<file path="src/sv/spg_pkg.sv">
// Shared types, constants and command/status bundles of the step pulse generator.
package spg_pkg;

  // Item opcodes
  typedef enum logic [1:0] {
    OP_TICK     = 2'd0,
    OP_START    = 2'd1,
    OP_STOP     = 2'd2,
    OP_STOP_ALL = 2'd3
  } op_t;

  // Ramp stages
  typedef enum logic [1:0] {
    STG_ACCEL  = 2'd0,
    STG_CRUISE = 2'd1,
    STG_DECEL  = 2'd2
  } stage_t;

  // Operand sets for the divider lanes
  typedef enum logic [1:0] {
    SRC_TICK   = 2'd0,
    SRC_START1 = 2'd1,
    SRC_START2 = 2'd2
  } div_src_t;

  typedef enum logic [3:0] {
    ST_IDLE,
    ST_EXEC,
    ST_TICK_LOAD,
    ST_TICK_DIV,
    ST_TICK_EVAL,
    ST_TICK_RAMP,
    ST_S1_LOAD,
    ST_S1_DIV,
    ST_S1_CAP,
    ST_S2_LOAD,
    ST_S2_DIV,
    ST_S2_COMMIT,
    ST_RESULT
  } state_t;

  // Divider geometry: 32-bit dividend covers tick_count, divisors stay below 128
  localparam int NLANES    = 3;
  localparam int DVD_W     = 32;
  localparam int REM_W     = 7;
  localparam int DIV_STEPS = DVD_W;
  localparam int CNT_W     = $clog2(DIV_STEPS);

  localparam logic [5:0]       SPEED_MAX     = 6'd50;
  localparam logic [15:0]      DELAY_FLOOR   = 16'd20;
  localparam logic [9:0]       PERIOD_RESET  = 10'd1000;
  localparam logic [REM_W-1:0] INTERVAL_IDLE = REM_W'(100);
  localparam logic [REM_W-1:0] UNIT_DIV      = REM_W'(1);
  localparam logic [DVD_W-1:0] INTERVAL_NUM  = DVD_W'(100);
  localparam logic [DVD_W-1:0] DELAY_NUM     = DVD_W'(400);
  localparam logic [DVD_W-1:0] PERIOD_NUM    = DVD_W'(1000);

  // ceil(2^34/5): total * RECIP5 >> 34 is floor(total/5) for any 32-bit total
  localparam logic [31:0]      RECIP5        = 32'hCCCC_CCCD;

  typedef struct packed {
    logic     capture;
    logic     exec;
    logic     div_load;
    logic     div_step;
    div_src_t div_src;
    logic     cap_start;
    logic     commit_start;
    logic     tick_eval;
    logic     tick_ramp;
    logic     out_load;
  } cmd_t;

  typedef struct packed {
    op_t  op;
    logic busy;
  } sts_t;

endpackage

</file>
<file path="src/sv/spg_divider.sv">
// Multi-lane restoring divider, one quotient bit per lane per cycle while step is high.
module spg_divider (
  input  logic                                            clk,
  input  logic                                            load,
  input  logic                                            step,
  input  logic [spg_pkg::NLANES-1:0][spg_pkg::DVD_W-1:0] dividend,
  input  logic [spg_pkg::NLANES-1:0][spg_pkg::REM_W-1:0] divisor,
  output logic [spg_pkg::NLANES-1:0][spg_pkg::DVD_W-1:0] quotient,
  output logic [spg_pkg::NLANES-1:0][spg_pkg::REM_W-1:0] remainder
);

  logic [spg_pkg::NLANES-1:0][spg_pkg::DVD_W-1:0] dvd;
  logic [spg_pkg::NLANES-1:0][spg_pkg::REM_W-1:0] dsr;
  logic [spg_pkg::NLANES-1:0][spg_pkg::REM_W-1:0] rem;
  logic [spg_pkg::NLANES-1:0][spg_pkg::REM_W-1:0] rem_next;
  logic [spg_pkg::NLANES-1:0]                     qbit;

  always_comb begin
    for (int l = 0; l < spg_pkg::NLANES; l++) begin
      logic [spg_pkg::REM_W:0] shifted;
      logic [spg_pkg::REM_W:0] diff;
      shifted = {rem[l], dvd[l][spg_pkg::DVD_W-1]};
      diff    = shifted - {1'b0, dsr[l]};
      if (shifted >= {1'b0, dsr[l]}) begin
        qbit[l]     = 1'b1;
        rem_next[l] = diff[spg_pkg::REM_W-1:0];
      end else begin
        qbit[l]     = 1'b0;
        rem_next[l] = shifted[spg_pkg::REM_W-1:0];
      end
    end
  end

  always_ff @(posedge clk) begin
    if (load) begin
      dvd <= dividend;
      dsr <= divisor;
      rem <= '0;
    end else if (step) begin
      for (int l = 0; l < spg_pkg::NLANES; l++) begin
        dvd[l] <= {dvd[l][spg_pkg::DVD_W-2:0], qbit[l]};
      end
      rem <= rem_next;
    end
  end

  assign quotient  = dvd;
  assign remainder = rem;

endmodule

</file>
<file path="src/sv/spg_datapath.sv">
// Motor state, tick counter, divider operands and output word register.
module spg_datapath (
  input  logic                 clk,
  input  logic                 rst,
  input  spg_pkg::cmd_t        cmd,
  output spg_pkg::sts_t        sts,
  input  logic [1:0]           op,
  input  logic                 motor_sel,
  input  logic                 direction,
  input  logic [31:0]          pulse_total,
  input  logic [15:0]          speed_request,
  output logic                 step_a,
  output logic                 step_b,
  output logic                 dir_level,
  output logic                 busy_res,
  output logic                 running_a,
  output logic                 running_b,
  output logic                 start_refused,
  output logic [9:0]           tick_period,
  output logic                 done_a,
  output logic                 done_b,
  output logic [1:0]           stage_a,
  output logic [1:0]           stage_b
);

  // captured item
  spg_pkg::op_t item_op;
  logic         item_sel;
  logic         item_dir;
  logic [31:0]  item_total;
  logic [5:0]   item_speed;
  logic [5:0]   speed_clamp;

  // block state
  logic [31:0]  tick_count;
  logic         dir_reg;
  logic [9:0]   period_reg;
  logic         refused;
  logic [1:0]   run;
  logic [1:0]   step;
  logic [1:0]   pulse;
  logic [1:0]   done;
  logic         busy;

  // per-motor state
  logic [31:0]                pc       [2];
  logic [31:0]                target   [2];
  logic [31:0]                accel    [2];
  logic [32:0]                acsum    [2];
  logic [spg_pkg::REM_W-1:0] interval [2];
  logic [15:0]                delay    [2];
  spg_pkg::stage_t            stage    [2];

  logic [spg_pkg::NLANES-1:0][spg_pkg::DVD_W-1:0] dvd_in;
  logic [spg_pkg::NLANES-1:0][spg_pkg::REM_W-1:0] dsr_in;
  logic [spg_pkg::NLANES-1:0][spg_pkg::DVD_W-1:0] quo;
  logic [spg_pkg::NLANES-1:0][spg_pkg::REM_W-1:0] rem;
  logic [32:0]                                    sum_ac;

  // total/10 and 4*total/5 from one reciprocal multiply by 5
  logic [63:0]  prod5;
  logic [29:0]  q5;
  logic [2:0]   q5_x5;
  logic [2:0]   rem5;
  logic [1:0]   adj5;
  logic [31:0]  accel_item;
  logic [31:0]  cruise_item;

  assign busy     = |run;
  assign sts.busy = busy;
  assign sts.op   = item_op;

  always_comb begin
    if (speed_request == 16'd0) begin
      speed_clamp = 6'd1;
    end else if (speed_request > {10'd0, spg_pkg::SPEED_MAX}) begin
      speed_clamp = spg_pkg::SPEED_MAX;
    end else begin
      speed_clamp = speed_request[5:0];
    end
  end

  // q5 = floor(total/5); total = 5*q5 + r, r in 0..4
  assign prod5      = {32'd0, item_total} * {32'd0, spg_pkg::RECIP5};
  assign q5_x5      = q5[2:0] + {q5[0], 2'b00};
  assign rem5       = item_total[2:0] - q5_x5;
  // floor(4*r/5)
  assign adj5       = (rem5 == 3'd0) ? 2'd0 : 2'(rem5 - 3'd1);
  assign accel_item = {3'b000, q5[29:1]};

  // lane operands
  always_comb begin
    case (cmd.div_src)
      spg_pkg::SRC_START1: begin
        dvd_in[0] = '0;
        dsr_in[0] = spg_pkg::UNIT_DIV;
        dvd_in[1] = '0;
        dsr_in[1] = spg_pkg::UNIT_DIV;
        dvd_in[2] = spg_pkg::INTERVAL_NUM;
        dsr_in[2] = {1'b0, item_speed};
      end
      spg_pkg::SRC_START2: begin
        dvd_in[0] = spg_pkg::DELAY_NUM;
        dsr_in[0] = {1'b0, item_speed};
        dvd_in[1] = spg_pkg::PERIOD_NUM;
        dsr_in[1] = {1'b0, item_speed};
        dvd_in[2] = '0;
        dsr_in[2] = spg_pkg::UNIT_DIV;
      end
      default: begin
        dvd_in[0] = tick_count;
        dsr_in[0] = interval[0];
        dvd_in[1] = tick_count;
        dsr_in[1] = interval[1];
        dvd_in[2] = '0;
        dsr_in[2] = spg_pkg::UNIT_DIV;
      end
    endcase
  end

  spg_divider u_div (
    .clk       (clk),
    .load      (cmd.div_load),
    .step      (cmd.div_step),
    .dividend  (dvd_in),
    .divisor   (dsr_in),
    .quotient  (quo),
    .remainder (rem)
  );

  assign sum_ac = {1'b0, accel_item} + {1'b0, cruise_item};

  // control state
  always_ff @(posedge clk) begin
    if (rst) begin
      tick_count <= '0;
      dir_reg    <= 1'b0;
      period_reg <= spg_pkg::PERIOD_RESET;
      refused    <= 1'b0;
      run        <= '0;
      step       <= '0;
      pulse      <= '0;
      done       <= '0;
      for (int m = 0; m < 2; m++) begin
        stage[m]    <= spg_pkg::STG_ACCEL;
        interval[m] <= spg_pkg::INTERVAL_IDLE;
      end
    end else begin
      if (cmd.capture) begin
        refused <= 1'b0;
        done    <= '0;
        pulse   <= '0;
      end
      if (cmd.exec) begin
        case (item_op)
          spg_pkg::OP_TICK: begin
            if (busy) tick_count <= tick_count + 32'd1;
          end
          spg_pkg::OP_START: begin
            if (busy) refused <= 1'b1;
          end
          spg_pkg::OP_STOP: begin
            run[item_sel] <= 1'b0;
          end
          spg_pkg::OP_STOP_ALL: begin
            run <= '0;
          end
          default: ;
        endcase
      end
      if (cmd.cap_start) begin
        interval[item_sel] <= quo[2][spg_pkg::REM_W-1:0];
      end
      if (cmd.commit_start) begin
        dir_reg         <= item_dir;
        period_reg      <= quo[1][9:0];
        run[item_sel]   <= 1'b1;
        step[item_sel]  <= 1'b0;
        stage[item_sel] <= spg_pkg::STG_ACCEL;
      end
      if (cmd.tick_eval) begin
        for (int m = 0; m < 2; m++) begin
          // phase hit: toggle; a high-to-low toggle is one pulse
          pulse[m] <= run[m] && (rem[m] == '0) && step[m];
          if (run[m] && (rem[m] == '0)) step[m] <= !step[m];
        end
      end
      if (cmd.tick_ramp) begin
        for (int m = 0; m < 2; m++) begin
          if (pulse[m]) begin
            case (stage[m])
              spg_pkg::STG_ACCEL: begin
                if (pc[m] >= accel[m]) stage[m] <= spg_pkg::STG_CRUISE;
              end
              spg_pkg::STG_CRUISE: begin
                if ({1'b0, pc[m]} >= acsum[m]) stage[m] <= spg_pkg::STG_DECEL;
              end
              default: ;
            endcase
            if (pc[m] >= target[m]) begin
              run[m]  <= 1'b0;
              done[m] <= 1'b1;
            end
          end
        end
      end
    end
  end

  // payload registers
  always_ff @(posedge clk) begin
    if (cmd.capture) begin
      item_op    <= spg_pkg::op_t'(op);
      item_sel   <= motor_sel;
      item_dir   <= direction;
      item_total <= pulse_total;
      item_speed <= speed_clamp;
    end
    // item_total holds through a start, so these settle well before cap_start
    q5          <= prod5[63:34];
    cruise_item <= {q5, 2'b00} + {30'd0, adj5};
    if (cmd.cap_start) begin
      accel[item_sel] <= accel_item;
      acsum[item_sel] <= sum_ac;
    end
    if (cmd.commit_start) begin
      target[item_sel] <= item_total;
      pc[item_sel]     <= '0;
      delay[item_sel]  <= quo[0][15:0];
    end
    if (cmd.tick_eval) begin
      for (int m = 0; m < 2; m++) begin
        if (run[m] && (rem[m] == '0) && step[m]) pc[m] <= pc[m] + 32'd1;
      end
    end
    if (cmd.tick_ramp) begin
      for (int m = 0; m < 2; m++) begin
        if (pulse[m]) begin
          if (stage[m] == spg_pkg::STG_ACCEL) begin
            if ((pc[m] < accel[m]) && (delay[m] > spg_pkg::DELAY_FLOOR)) begin
              delay[m] <= delay[m] - 16'd1;
            end
          end else if (stage[m] == spg_pkg::STG_DECEL) begin
            delay[m] <= delay[m] + 16'd1;
          end
        end
      end
    end
    if (cmd.out_load) begin
      step_a        <= step[0];
      step_b        <= step[1];
      dir_level     <= dir_reg;
      busy_res      <= busy;
      running_a     <= run[0];
      running_b     <= run[1];
      start_refused <= refused;
      tick_period   <= period_reg;
      done_a        <= done[0];
      done_b        <= done[1];
      stage_a       <= stage[0];
      stage_b       <= stage[1];
    end
  end

endmodule

</file>
<file path="src/sv/spg_ctrl.sv">
// Sequencer: handshakes, item dispatch and divider iteration count.
module spg_ctrl (
  input  logic          clk,
  input  logic          rst,
  input  logic          in_valid,
  output logic          in_stall,
  output logic          out_valid,
  input  logic          out_stall,
  input  spg_pkg::sts_t sts,
  output spg_pkg::cmd_t cmd
);

  spg_pkg::state_t          state;
  spg_pkg::state_t          state_next;
  logic [spg_pkg::CNT_W-1:0] div_cnt;
  logic                      div_last;

  assign div_last = (div_cnt == spg_pkg::CNT_W'(spg_pkg::DIV_STEPS - 1));

  always_comb begin
    state_next = state;
    case (state)
      spg_pkg::ST_IDLE: begin
        if (in_valid) state_next = spg_pkg::ST_EXEC;
      end
      spg_pkg::ST_EXEC: begin
        case (sts.op)
          spg_pkg::OP_TICK: begin
            state_next = sts.busy ? spg_pkg::ST_TICK_LOAD : spg_pkg::ST_RESULT;
          end
          spg_pkg::OP_START: begin
            state_next = sts.busy ? spg_pkg::ST_RESULT : spg_pkg::ST_S1_LOAD;
          end
          default: state_next = spg_pkg::ST_RESULT;
        endcase
      end
      spg_pkg::ST_TICK_LOAD: state_next = spg_pkg::ST_TICK_DIV;
      spg_pkg::ST_TICK_DIV: begin
        if (div_last) state_next = spg_pkg::ST_TICK_EVAL;
      end
      spg_pkg::ST_TICK_EVAL: state_next = spg_pkg::ST_TICK_RAMP;
      spg_pkg::ST_TICK_RAMP: state_next = spg_pkg::ST_RESULT;
      spg_pkg::ST_S1_LOAD:   state_next = spg_pkg::ST_S1_DIV;
      spg_pkg::ST_S1_DIV: begin
        if (div_last) state_next = spg_pkg::ST_S1_CAP;
      end
      spg_pkg::ST_S1_CAP:    state_next = spg_pkg::ST_S2_LOAD;
      spg_pkg::ST_S2_LOAD:   state_next = spg_pkg::ST_S2_DIV;
      spg_pkg::ST_S2_DIV: begin
        if (div_last) state_next = spg_pkg::ST_S2_COMMIT;
      end
      spg_pkg::ST_S2_COMMIT: state_next = spg_pkg::ST_RESULT;
      spg_pkg::ST_RESULT: begin
        if (!out_valid || !out_stall) state_next = spg_pkg::ST_IDLE;
      end
      default: state_next = spg_pkg::ST_IDLE;
    endcase
  end

  always_comb begin
    cmd         = '0;
    cmd.div_src = spg_pkg::SRC_TICK;
    in_stall    = rst || (state != spg_pkg::ST_IDLE);
    case (state)
      spg_pkg::ST_IDLE:      cmd.capture = in_valid && !rst;
      spg_pkg::ST_EXEC:      cmd.exec = 1'b1;
      spg_pkg::ST_TICK_LOAD: cmd.div_load = 1'b1;
      spg_pkg::ST_S1_LOAD: begin
        cmd.div_load = 1'b1;
        cmd.div_src  = spg_pkg::SRC_START1;
      end
      spg_pkg::ST_S2_LOAD: begin
        cmd.div_load = 1'b1;
        cmd.div_src  = spg_pkg::SRC_START2;
      end
      spg_pkg::ST_TICK_DIV,
      spg_pkg::ST_S1_DIV,
      spg_pkg::ST_S2_DIV:    cmd.div_step = 1'b1;
      spg_pkg::ST_S1_CAP:    cmd.cap_start = 1'b1;
      spg_pkg::ST_S2_COMMIT: cmd.commit_start = 1'b1;
      spg_pkg::ST_TICK_EVAL: cmd.tick_eval = 1'b1;
      spg_pkg::ST_TICK_RAMP: cmd.tick_ramp = 1'b1;
      spg_pkg::ST_RESULT:    cmd.out_load = !out_valid || !out_stall;
      default: ;
    endcase
  end

  always_ff @(posedge clk) begin
    if (rst) begin
      state     <= spg_pkg::ST_IDLE;
      div_cnt   <= '0;
      out_valid <= 1'b0;
    end else begin
      state <= state_next;
      if (cmd.div_load) begin
        div_cnt <= '0;
      end else if (state inside {spg_pkg::ST_TICK_DIV, spg_pkg::ST_S1_DIV,
                                 spg_pkg::ST_S2_DIV}) begin
        div_cnt <= div_cnt + 1'b1;
      end
      if (cmd.out_load) begin
        out_valid <= 1'b1;
      end else if (!out_stall) begin
        out_valid <= 1'b0;
      end
    end
  end

`ifndef SYNTHESIS
  a_accept_blocks: assert property (@(posedge clk) disable iff (rst)
    (in_valid && !in_stall) |=> in_stall)
    else $error("input taken while an item is in flight");

  a_load_shows: assert property (@(posedge clk) disable iff (rst)
    cmd.out_load |=> out_valid)
    else $error("result word loaded but not presented");

  a_result_waits: assert property (@(posedge clk) disable iff (rst)
    (state == spg_pkg::ST_RESULT && out_valid && out_stall) |=>
    (state == spg_pkg::ST_RESULT))
    else $error("result overwrote a word still waiting");
`endif

endmodule

</file>
<file path="src/sv/stepper_pulse_generator.sv">
// Top level of the two-motor step pulse generator with ramp stages.
//
//  channel | handshake            | word
//  --------+----------------------+--------------------------------------------
//  in      | in_valid / in_stall  | op, motor_sel, direction, pulse_total,
//          |                      | speed_request
//  out     | out_valid / out_stall| step_a, step_b, dir_level, busy_res,
//          |                      | running_a, running_b, start_refused,
//          |                      | tick_period, done_a, done_b, stage_a, stage_b
//
// Sequencing: one item at a time. A tick while busy runs the 32-step
// restoring divider that forms tick_count mod interval for both motors at
// once. An accepted start makes two divider passes: 100/speed, then 400/speed
// and 1000/speed; total/10 and 4*total/5 come from a reciprocal multiply
// alongside. Idle ticks, refused starts and stops go from dispatch straight
// to the result.
// Reset: synchronous rst clears state to idle, period 1000, all motors stopped;
// the input stalls while rst is high.
// Stalls: the result word sits in an output register; the next input word is
// accepted while it waits, and that item's result holds until the register
// frees up.
module stepper_pulse_generator (
  input  logic        clk,
  input  logic        rst,
  // input channel
  input  logic        in_valid,
  output logic        in_stall,
  input  logic [1:0]  op,
  input  logic        motor_sel,
  input  logic        direction,
  input  logic [31:0] pulse_total,
  input  logic [15:0] speed_request,
  // output channel
  output logic        out_valid,
  input  logic        out_stall,
  output logic        step_a,
  output logic        step_b,
  output logic        dir_level,
  output logic        busy_res,
  output logic        running_a,
  output logic        running_b,
  output logic        start_refused,
  output logic [9:0]  tick_period,
  output logic        done_a,
  output logic        done_b,
  output logic [1:0]  stage_a,
  output logic [1:0]  stage_b
);

  // command bundle from the sequencer, status back from the datapath
  spg_pkg::cmd_t cmd;
  spg_pkg::sts_t sts;

  spg_ctrl u_ctrl (
    .clk       (clk),
    .rst       (rst),
    .in_valid  (in_valid),
    .in_stall  (in_stall),
    .out_valid (out_valid),
    .out_stall (out_stall),
    .sts       (sts),
    .cmd       (cmd)
  );

  // The datapath holds every motor register, the shared divider and the
  // output word; busy is derived as the OR of the two run flags.
  spg_datapath u_dp (
    .clk           (clk),
    .rst           (rst),
    .cmd           (cmd),
    .sts           (sts),
    .op            (op),
    .motor_sel     (motor_sel),
    .direction     (direction),
    .pulse_total   (pulse_total),
    .speed_request (speed_request),
    .step_a        (step_a),
    .step_b        (step_b),
    .dir_level     (dir_level),
    .busy_res      (busy_res),
    .running_a     (running_a),
    .running_b     (running_b),
    .start_refused (start_refused),
    .tick_period   (tick_period),
    .done_a        (done_a),
    .done_b        (done_b),
    .stage_a       (stage_a),
    .stage_b       (stage_b)
  );

endmodule
</file>
<file path="config.mk">
export PLATFORM = sky130hd
export DESIGN_NAME = stepper_pulse_generator
export DESIGN_NICKNAME = d
export VERILOG_FILES = /design/src/sv/spg_pkg.sv /design/src/sv/spg_divider.sv /design/src/sv/spg_datapath.sv /design/src/sv/spg_ctrl.sv /design/src/sv/stepper_pulse_generator.sv
export SDC_FILE = /design/constraint.sdc
export NUM_CORES = 2
export LEC_CHECK = 0
export BUFFER_PORTS_ARGS = -buffer_cell sky130_fd_sc_hd__buf_2
export CORE_AREA = 2 2 323 325
export DETAILED_ROUTE_END_ITERATION = 10
export DIE_AREA = 0 0 325 327
export GPL_ROUTABILITY_DRIVEN = 0
export HOLD_SLACK_MARGIN = 0.03
export PLACE_DENSITY = 0.59
export SLEW_MARGIN = 20
export SYNTH_ARGS = -nofsm -noshare
export SYNTH_HDL_FRONTEND = slang
export SYNTH_HIERARCHICAL = 1
export SYNTH_SLANG_ARGS = --single-unit
</file>
<file path="constraint.sdc">
create_clock -name clk -period 7.25 [get_ports clk]
set_input_delay 0.725 -clock clk [delete_from_list [all_inputs] [get_ports clk]]
set_output_delay 0.725 -clock clk [all_outputs]
set_load 0.02 [all_outputs]
</file>
Yosys cells after proc, flatten, opt, wreduce, memory -nomap -nowiden
Memories as Yosys holds them, arrays and structs flattened.
Cells that the tools add are included.
{"block": "word_totals", "reg_bits": 327, "latchBits": 0, "ram_bits": 270, "rom_bits": 0, "in_bits": 56, "out_inout_bits": 25, "wordCells": 254, "mem_count": 6}
{"name": "u_dp.acsum", "depth": 2, "word_bits": 33, "rd": 2, "rd_clocked_by_memory_dff": 0, "write_ports": 1, "line_no": "spg_datapath.sv:49", "source": "logic [32:0] acsum [2];"}
{"name": "u_dp.pc", "depth": 2, "word_bits": 32, "rd": 2, "rd_clocked_by_memory_dff": 0, "write_ports": 2, "line_no": "spg_datapath.sv:46", "source": "logic [31:0] pc [2];"}
{"name": "u_dp.target", "depth": 2, "word_bits": 32, "rd": 2, "rd_clocked_by_memory_dff": 0, "write_ports": 1, "line_no": "spg_datapath.sv:47", "source": "logic [31:0] target [2];"}
{"name": "u_dp.accel", "depth": 2, "word_bits": 29, "rd": 2, "rd_clocked_by_memory_dff": 0, "write_ports": 1, "line_no": "spg_datapath.sv:48", "source": "logic [31:0] accel [2];"}
{"name": "u_dp.interval", "depth": 2, "word_bits": 7, "rd": 2, "rd_clocked_by_memory_dff": 0, "write_ports": 2, "line_no": "spg_datapath.sv:50", "source": "logic [spg_pkg::REM_W-1:0] interval [2];"}
{"name": "u_dp.stage", "depth": 2, "word_bits": 2, "rd": 2, "rd_clocked_by_memory_dff": 0, "write_ports": 2, "line_no": "spg_datapath.sv:52", "source": "spg_pkg::stage_t stage [2];"}
{"block": "classes", "n_addsub": 12, "mul": 1, "n_div": 0, "magnitude_cmp": 12, "eq_ne": 26, "shift": 0, "muxes": 113, "n_bitwise": 8, "reduce_logical": 36}
{"cell": "$mux 96", "n": 2}
{"cell": "$pmux 71 s2", "n": 1}
{"cell": "$ge 32x32->1", "n": 4}
{"cell": "$add 32x1->32 const B", "n": 3}
{"cell": "$mux 1", "n": 75}
{"cell": "$ge 32x33->1", "n": 2}
{"cell": "$mul 32x32->64 const B", "n": 1}
{"cell": "$pmux 4 s12", "n": 1}
{"cell": "$pmux 20 s2", "n": 1}
{"cell": "$add 29x32->33", "n": 1}
{"cell": "$add 32x2->32", "n": 1}
{"cell": "$mux 2", "n": 16}
{"cell": "$mux 32", "n": 1}
{"cell": "$reduce_or 32->1", "n": 1}
{"cell": "$mux 4", "n": 7}
{"cell": "$mux 7", "n": 4}
{"cell": "$ge 8x7->1", "n": 3}
{"cell": "$sub 7x7->7", "n": 3}
{"cell": "$eq 4x4->1 const B", "n": 5}
{"cell": "$eq 4x3->1 const B", "n": 4}
{"cell": "$gt 16x6->1 const B", "n": 1}
{"cell": "$logic_not 16->1", "n": 1}
{"cell": "$logic_not 7->1", "n": 2}
{"cell": "$ne 2x1->1 const B", "n": 5}
{"cell": "other kinds (34)", "n": 63}

Longest topological paths before layout
{"block": "depth", "ltp_word": 14, "depth_mapped": 28, "mapped_depth_nobuf": 28}

Cells and area by module
Netlist, hierarchy kept.
{"mod": "spg_datapath", "n_inst": 1, "cells_each": 3469, "area_per_inst_um2": 38079.0, "seq_area_each_um2": 12301.8}
{"mod": "spg_divider", "n_inst": 1, "cells_each": 541, "area_per_inst_um2": 7168.1, "seq_area_each_um2": 3933.8}
{"mod": "spg_ctrl", "n_inst": 1, "cells_each": 96, "area_per_inst_um2": 755.7, "seq_area_each_um2": 200.2}

Worst setup path after synthesis
No wires, ideal clock.
{"block": "synth_path", "path_kind": "register to register", "startpoint": "register u_dp.item_total[16]", "endpoint": "register u_dp.q5[29]", "setup_time_ps": 121, "t_arrival_ps": 6794, "required_time_ps": 7129, "path_slack_ps": 335, "path_stages_with_launch": 25, "path_buffers": 0, "period_less_slack_ps": 6915, "cell_sequence": "edfxtp_1 -> ha_1 -> inv_1 -> fa_1 -> fa_1 -> fa_1 -> inv_1 -> fa_1 -> fa_1 -> fa_1 -> inv_1 -> fa_1 -> inv_1 -> ha_1 -> and3_1 -> nand4_1 -> nor3_2 -> o311ai_4 -> a21boi_2 -> a21oi_4 -> a311oi_2 -> and3_4 -> o31a_1 -> nor2_2 -> xnor2_1"}
{"block": "synth_between", "elab_chain_len": 1}
{"element": "from (decl)", "line_no": "spg_datapath.sv:30", "source": "logic [31:0] item_total;"}
{"element": "from (signal assigned)", "line_no": "spg_datapath.sv:216", "source": "item_total <= pulse_total;"}
{"element": "$mul 32x32->64", "line_no": "spg_datapath.sv:84", "source": "assign prod5 = {32'd0, item_total} * {32'd0, spg_pkg::RECIP5};"}
{"element": "named net u_dp.prod5[63]", "line_no": "spg_datapath.sv:61", "source": "logic [63:0] prod5;"}
{"element": "to (signal assigned)", "line_no": "spg_datapath.sv:220", "source": "q5 <= prod5[63:34];"}
{"element": "to (decl)", "line_no": "spg_datapath.sv:62", "source": "logic [29:0] q5;"}
The timed path passes the listed nets, and every way through them passes these cells.
A chain may end at the register's enable or synchronous reset.

Worst setup path in the final report
{"block": "layout_path", "startpoint": "register u_dp.item_total[9]", "endpoint": "register u_dp.q5[29]"}
Same word-level chain as after synthesis.

==> parameters.txt <==
Parameter                              Value

CTS
  Root buffer selected by CTS    sky130_fd_sc_hd__clkbuf_16
  H-tree lvl count    3
  Number of buffers added by the clock tree synthesis step    70
  Clock tree from TritonCTS    done
  Clock Sinks    597
  Clock insertion delay at the later pin of the skew report    0.64 ns
  Clock-pin slew reported for the worst setup and hold paths after clock tree synthesis    0.06 ns
  Hold_buf cts    0
  Maximum count of clock buffers along a single path    3

Floorplan
  Width of the die    roughly 330 µm
  Y dimension of the die    roughly 330 µm
  Row Count    118
  Starting density of the core    44.7%
  Top-level port count    81
  Die area    106000 µm²
  Placeable core area    103000 µm²

Placed design
  Sum of net half-perimeters after detailed placement    95400 µm
  Number of buffers added on ports    80
  Instance area at placement    49500 µm²
  Pre-CTS setup slack    -0.0835 ns
  Number of cells in the design after placement    5735

Yosys
  Fraction of synthesis flops using an asynchronous set or reset pin    0%
  Multiplexer fraction of the synthesized cell area    2.74%
  Syn Area/Cell    11.2 µm²
  Post-synthesis cell type with the largest combined area    sky130_fd_sc_hd__edfxtp_1
  Post-synthesis simple-gate area fraction    9.11%
  Proportion of netlist area held by the largest area contributor    29.2%
  Most used flip-flop cell after synthesis    sky130_fd_sc_hd__edfxtp_1
  EDFF count, synth    approximately 450
  Yosys warning total    6
  Cell area after synthesis    46000 µm²
  Sequential element share of the synthesized area    between 30% and 40%
  FF+latch count, synth    597
  Synth Instances    4106
  Largest family of logic cells by synthesized area    adder cells
  Synthesized-area fraction occupied by xor and xnor cells    3.73%
  Synth top area cells    sky130_fd_sc_hd__edfxtp_1 29%, sky130_fd_sc_hd__fa_1 17%, sky130_fd_sc_hd__ha_1 16%, sky130_fd_sc_hd__inv_1 6.6%, sky130_fd_sc_hd__dfxtp_1 6.5%
  Count of cell types in the netlist    101
  Compound-Gate Fraction of Synth Area    8.11%
  Post-synthesis adder-cell area fraction    33.1%

Setup path
  Crit path DAT    7.67 ns
  Worst setup path category    reg -> reg
  Worst-path fanout max    6
  Type of origin of the critical path    register
  Critical Path Most Common Cell    sky130_fd_sc_hd__fa_1
  Family with the most delay on the worst path    adder cells
  Required time of the critical path    7.78 ns
  Critical Path Slowest Stage Cell    sky130_fd_sc_hd__fa_1
  Worst path max stage delay    0.54 ns
  Critical path capture point type    register
  Number of buffer and inverter stages on the critical path    8

STA
  Shortest period the worst path allows    7.14 ns
  Final worst setup slack    0.110 ns
  Final cycle utilization of the critical path    98.5%
  Fin. Hold Viols    0
  Final setup violating endpoints    0
  Accumulated negative setup slack    0 ns
  Upper clock frequency limit    140 MHz
  Final worst clock skew    ~0.044 ns
  Final-report max-slew violation count    0
  Remaining max-slew budget at the tightest pin    around a third
  Tightest Pin Transition    1.01 ns
  Unrepaired setup endpoints after global routing    true

Finish
  Number of nets in the finished design    approximately 5500
  Final design instance area without fill    52700 µm²
  Top library cells by usage in the layout, fill and taps aside    804 x sky130_fd_sc_hd__inv_1, 546 x sky130_fd_sc_hd__ha_1, 448 x sky130_fd_sc_hd__edfxtp_1, 385 x sky130_fd_sc_hd__fa_1, 234 x sky130_fd_sc_hd__buf_4
  Area of combinational cells with multiple inputs    27000 µm²
  Fraction of layout instances using a drive strength above 1    roughly 15%
  Most common library cell in the layout ignoring fill and taps    sky130_fd_sc_hd__inv_1
  Sequential cell area    16400 µm²
  Final instance count without filler cells    5889
  Flip-flop count of the largest register after layout    96
  # fillers    roughly 9000
  Area added between synthesis and finish    14.6%

Detailed routing
  Final WL    around 120000 µm
  DR pass1 iterations    6
  Detail-routed via count per cell    5.14
  Number of remaining DRC errors    0
  Number of vias after detailed routing    30283
  Violation count after the first detailed-routing iteration    about 1900
  DR WL/cell    between 20 and 25 µm
  Number of nets with antenna violations after routing    0

Job
  Count of max-cap constraint violations    0

Min path
  Path class of the lowest-slack min-delay path    in -> reg

Global routing
  Number of antenna violations at the first check in global routing    10
  Number of global-route vias before repair    between 30000 and 40000
  Wire length of the first global-routing pass    181000 µm
  Pin count of the biggest net entering global routing    81
  Total grt overflow    0
  Global routing usage summed across all routing layers    22.4%

Status
  Outcome    completed
## metal layers
| layer | vias up | GRT usage (%) | routed length [µm] |
|---|---|---|---|
| met4 | 6 | 9.08 | 4550 |
| li1 | 14574 | - | - |
| met3 | 205 | 3.46 | 5980 |
| met5 | - | 0 | 42 |
| met2 | 697 | 36.8 | 56000 |
| met1 | 14801 | 29.9 | 52500 |
## cell type report
| class | count | share of cell area (%) |
|---|---|---|
| antenna | 1 | 0.00475 |
| tap | 1380 | 3.28 |
| timing repair buffer | 317 | 4.16 |
| inverter | 815 | 5.81 |
| clock buffer | 90 | 3.76 |
| clock inverter | 38 | 0.674 |
| multi-input combinational | 2651 | 51.1 |
| sequential | 597 | 31.2 |
## worst paths after layout
check	startpoint	to	slack, ns	cells after the start
setup / recovery	u_dp/item_total[9]	u_dp/q5[29]	0.11	26
hold / removal	op[1]	u_dp/item_op[1]	0.27	1
setup reg to reg	u_dp/item_total[9]	u_dp/q5[29]	0.11	26
hold reg to reg	u_dp/q5[0]	u_dp/cruise_item[2]	0.40	0
## worst reg2reg max path, cell delays in order, from the launching register on
cell and delay (ns):
sky130_fd_sc_hd__edfxtp_1 0.52, sky130_fd_sc_hd__buf_4 0.21, sky130_fd_sc_hd__ha_4 0.24, sky130_fd_sc_hd__buf_4 0.17, sky130_fd_sc_hd__a22oi_1 0.36, sky130_fd_sc_hd__fa_1 0.53, sky130_fd_sc_hd__fa_1 0.50, sky130_fd_sc_hd__fa_1 0.50
sky130_fd_sc_hd__inv_1 0.06, sky130_fd_sc_hd__fa_1 0.51, sky130_fd_sc_hd__fa_1 0.54, sky130_fd_sc_hd__inv_1 0.05, sky130_fd_sc_hd__fa_1 0.52, sky130_fd_sc_hd__inv_1 0.05, sky130_fd_sc_hd__ha_1 0.31, sky130_fd_sc_hd__inv_1 0.11
sky130_fd_sc_hd__o21ai_0 0.12, sky130_fd_sc_hd__buf_4 0.16, sky130_fd_sc_hd__o311ai_4 0.29, sky130_fd_sc_hd__buf_6 0.18, sky130_fd_sc_hd__a21boi_4 0.09, sky130_fd_sc_hd__a21oi_4 0.20, sky130_fd_sc_hd__a311oi_2 0.13, sky130_fd_sc_hd__and3_4 0.20
sky130_fd_sc_hd__o31a_1 0.29, sky130_fd_sc_hd__nor2_2 0.09, sky130_fd_sc_hd__xnor2_1 0.12
## kinds of logic after synthesis
group | Yosys count
AOI/OAI and AO/OA | 534
xor gates and xnor gates | 196
adders and majority gates | 983
buffers and inverters | 887
DFF | 597
muxes | 114
other | 1
and+or+nand+nor | 794
## repair_timing
action	CTS	global route
resized for setup	10	90
endpoints found under the setup margin	3	22
pin swaps	7	61
setup buffers	6	19
## cells in the mapped netlist, drive strengths merged, types with 7 or more instances
| library cell | number |
|---|---|
| inv | 815 |
| ha | 592 |
| edfxtp | 448 |
| fa | 391 |
| nor2 | 194 |
| dfxtp | 149 |
| a21oi | 140 |
| nand2 | 137 |
| a21o | 130 |
| xor2 | 125 |
| mux2 | 94 |
| o21ai | 80 |
| nand3 | 79 |
| xnor2 | 71 |
| nand4 | 62 |
| and2 | 58 |
| nand2b | 44 |
| clkbuf | 43 |
| and3 | 41 |
| nor2b | 40 |
| nor3 | 37 |
| buf | 28 |
| a211oi | 22 |
| nor3b | 22 |
| mux2i | 20 |
| or2 | 20 |
| o21a | 19 |
| nor4 | 17 |
| or3 | 15 |
| a41oi | 14 |
| a311oi | 12 |
| o31ai | 12 |
| a211o | 10 |
| a22o | 10 |
| o211ai | 9 |
| and4 | 8 |
| a31oi | 7 |
| o21bai | 7 |
## stage by stage
| stage | util (%) | hold slack, ns |
|---|---|---|
| floorplan | - | 0.362 |
| global placement | 48.1 | 0.394 |
| detailed placement | 48.1 | 0.390 |
| CTS | 50.5 | 0.222 |
| global route | 51.2 | 0.246 |
| finish | 51.2 | 0.266 |
Power is left out: the tool's default activity adds up to more than one toggle a clock period on the data nets, which glitch-free logic cannot reach.
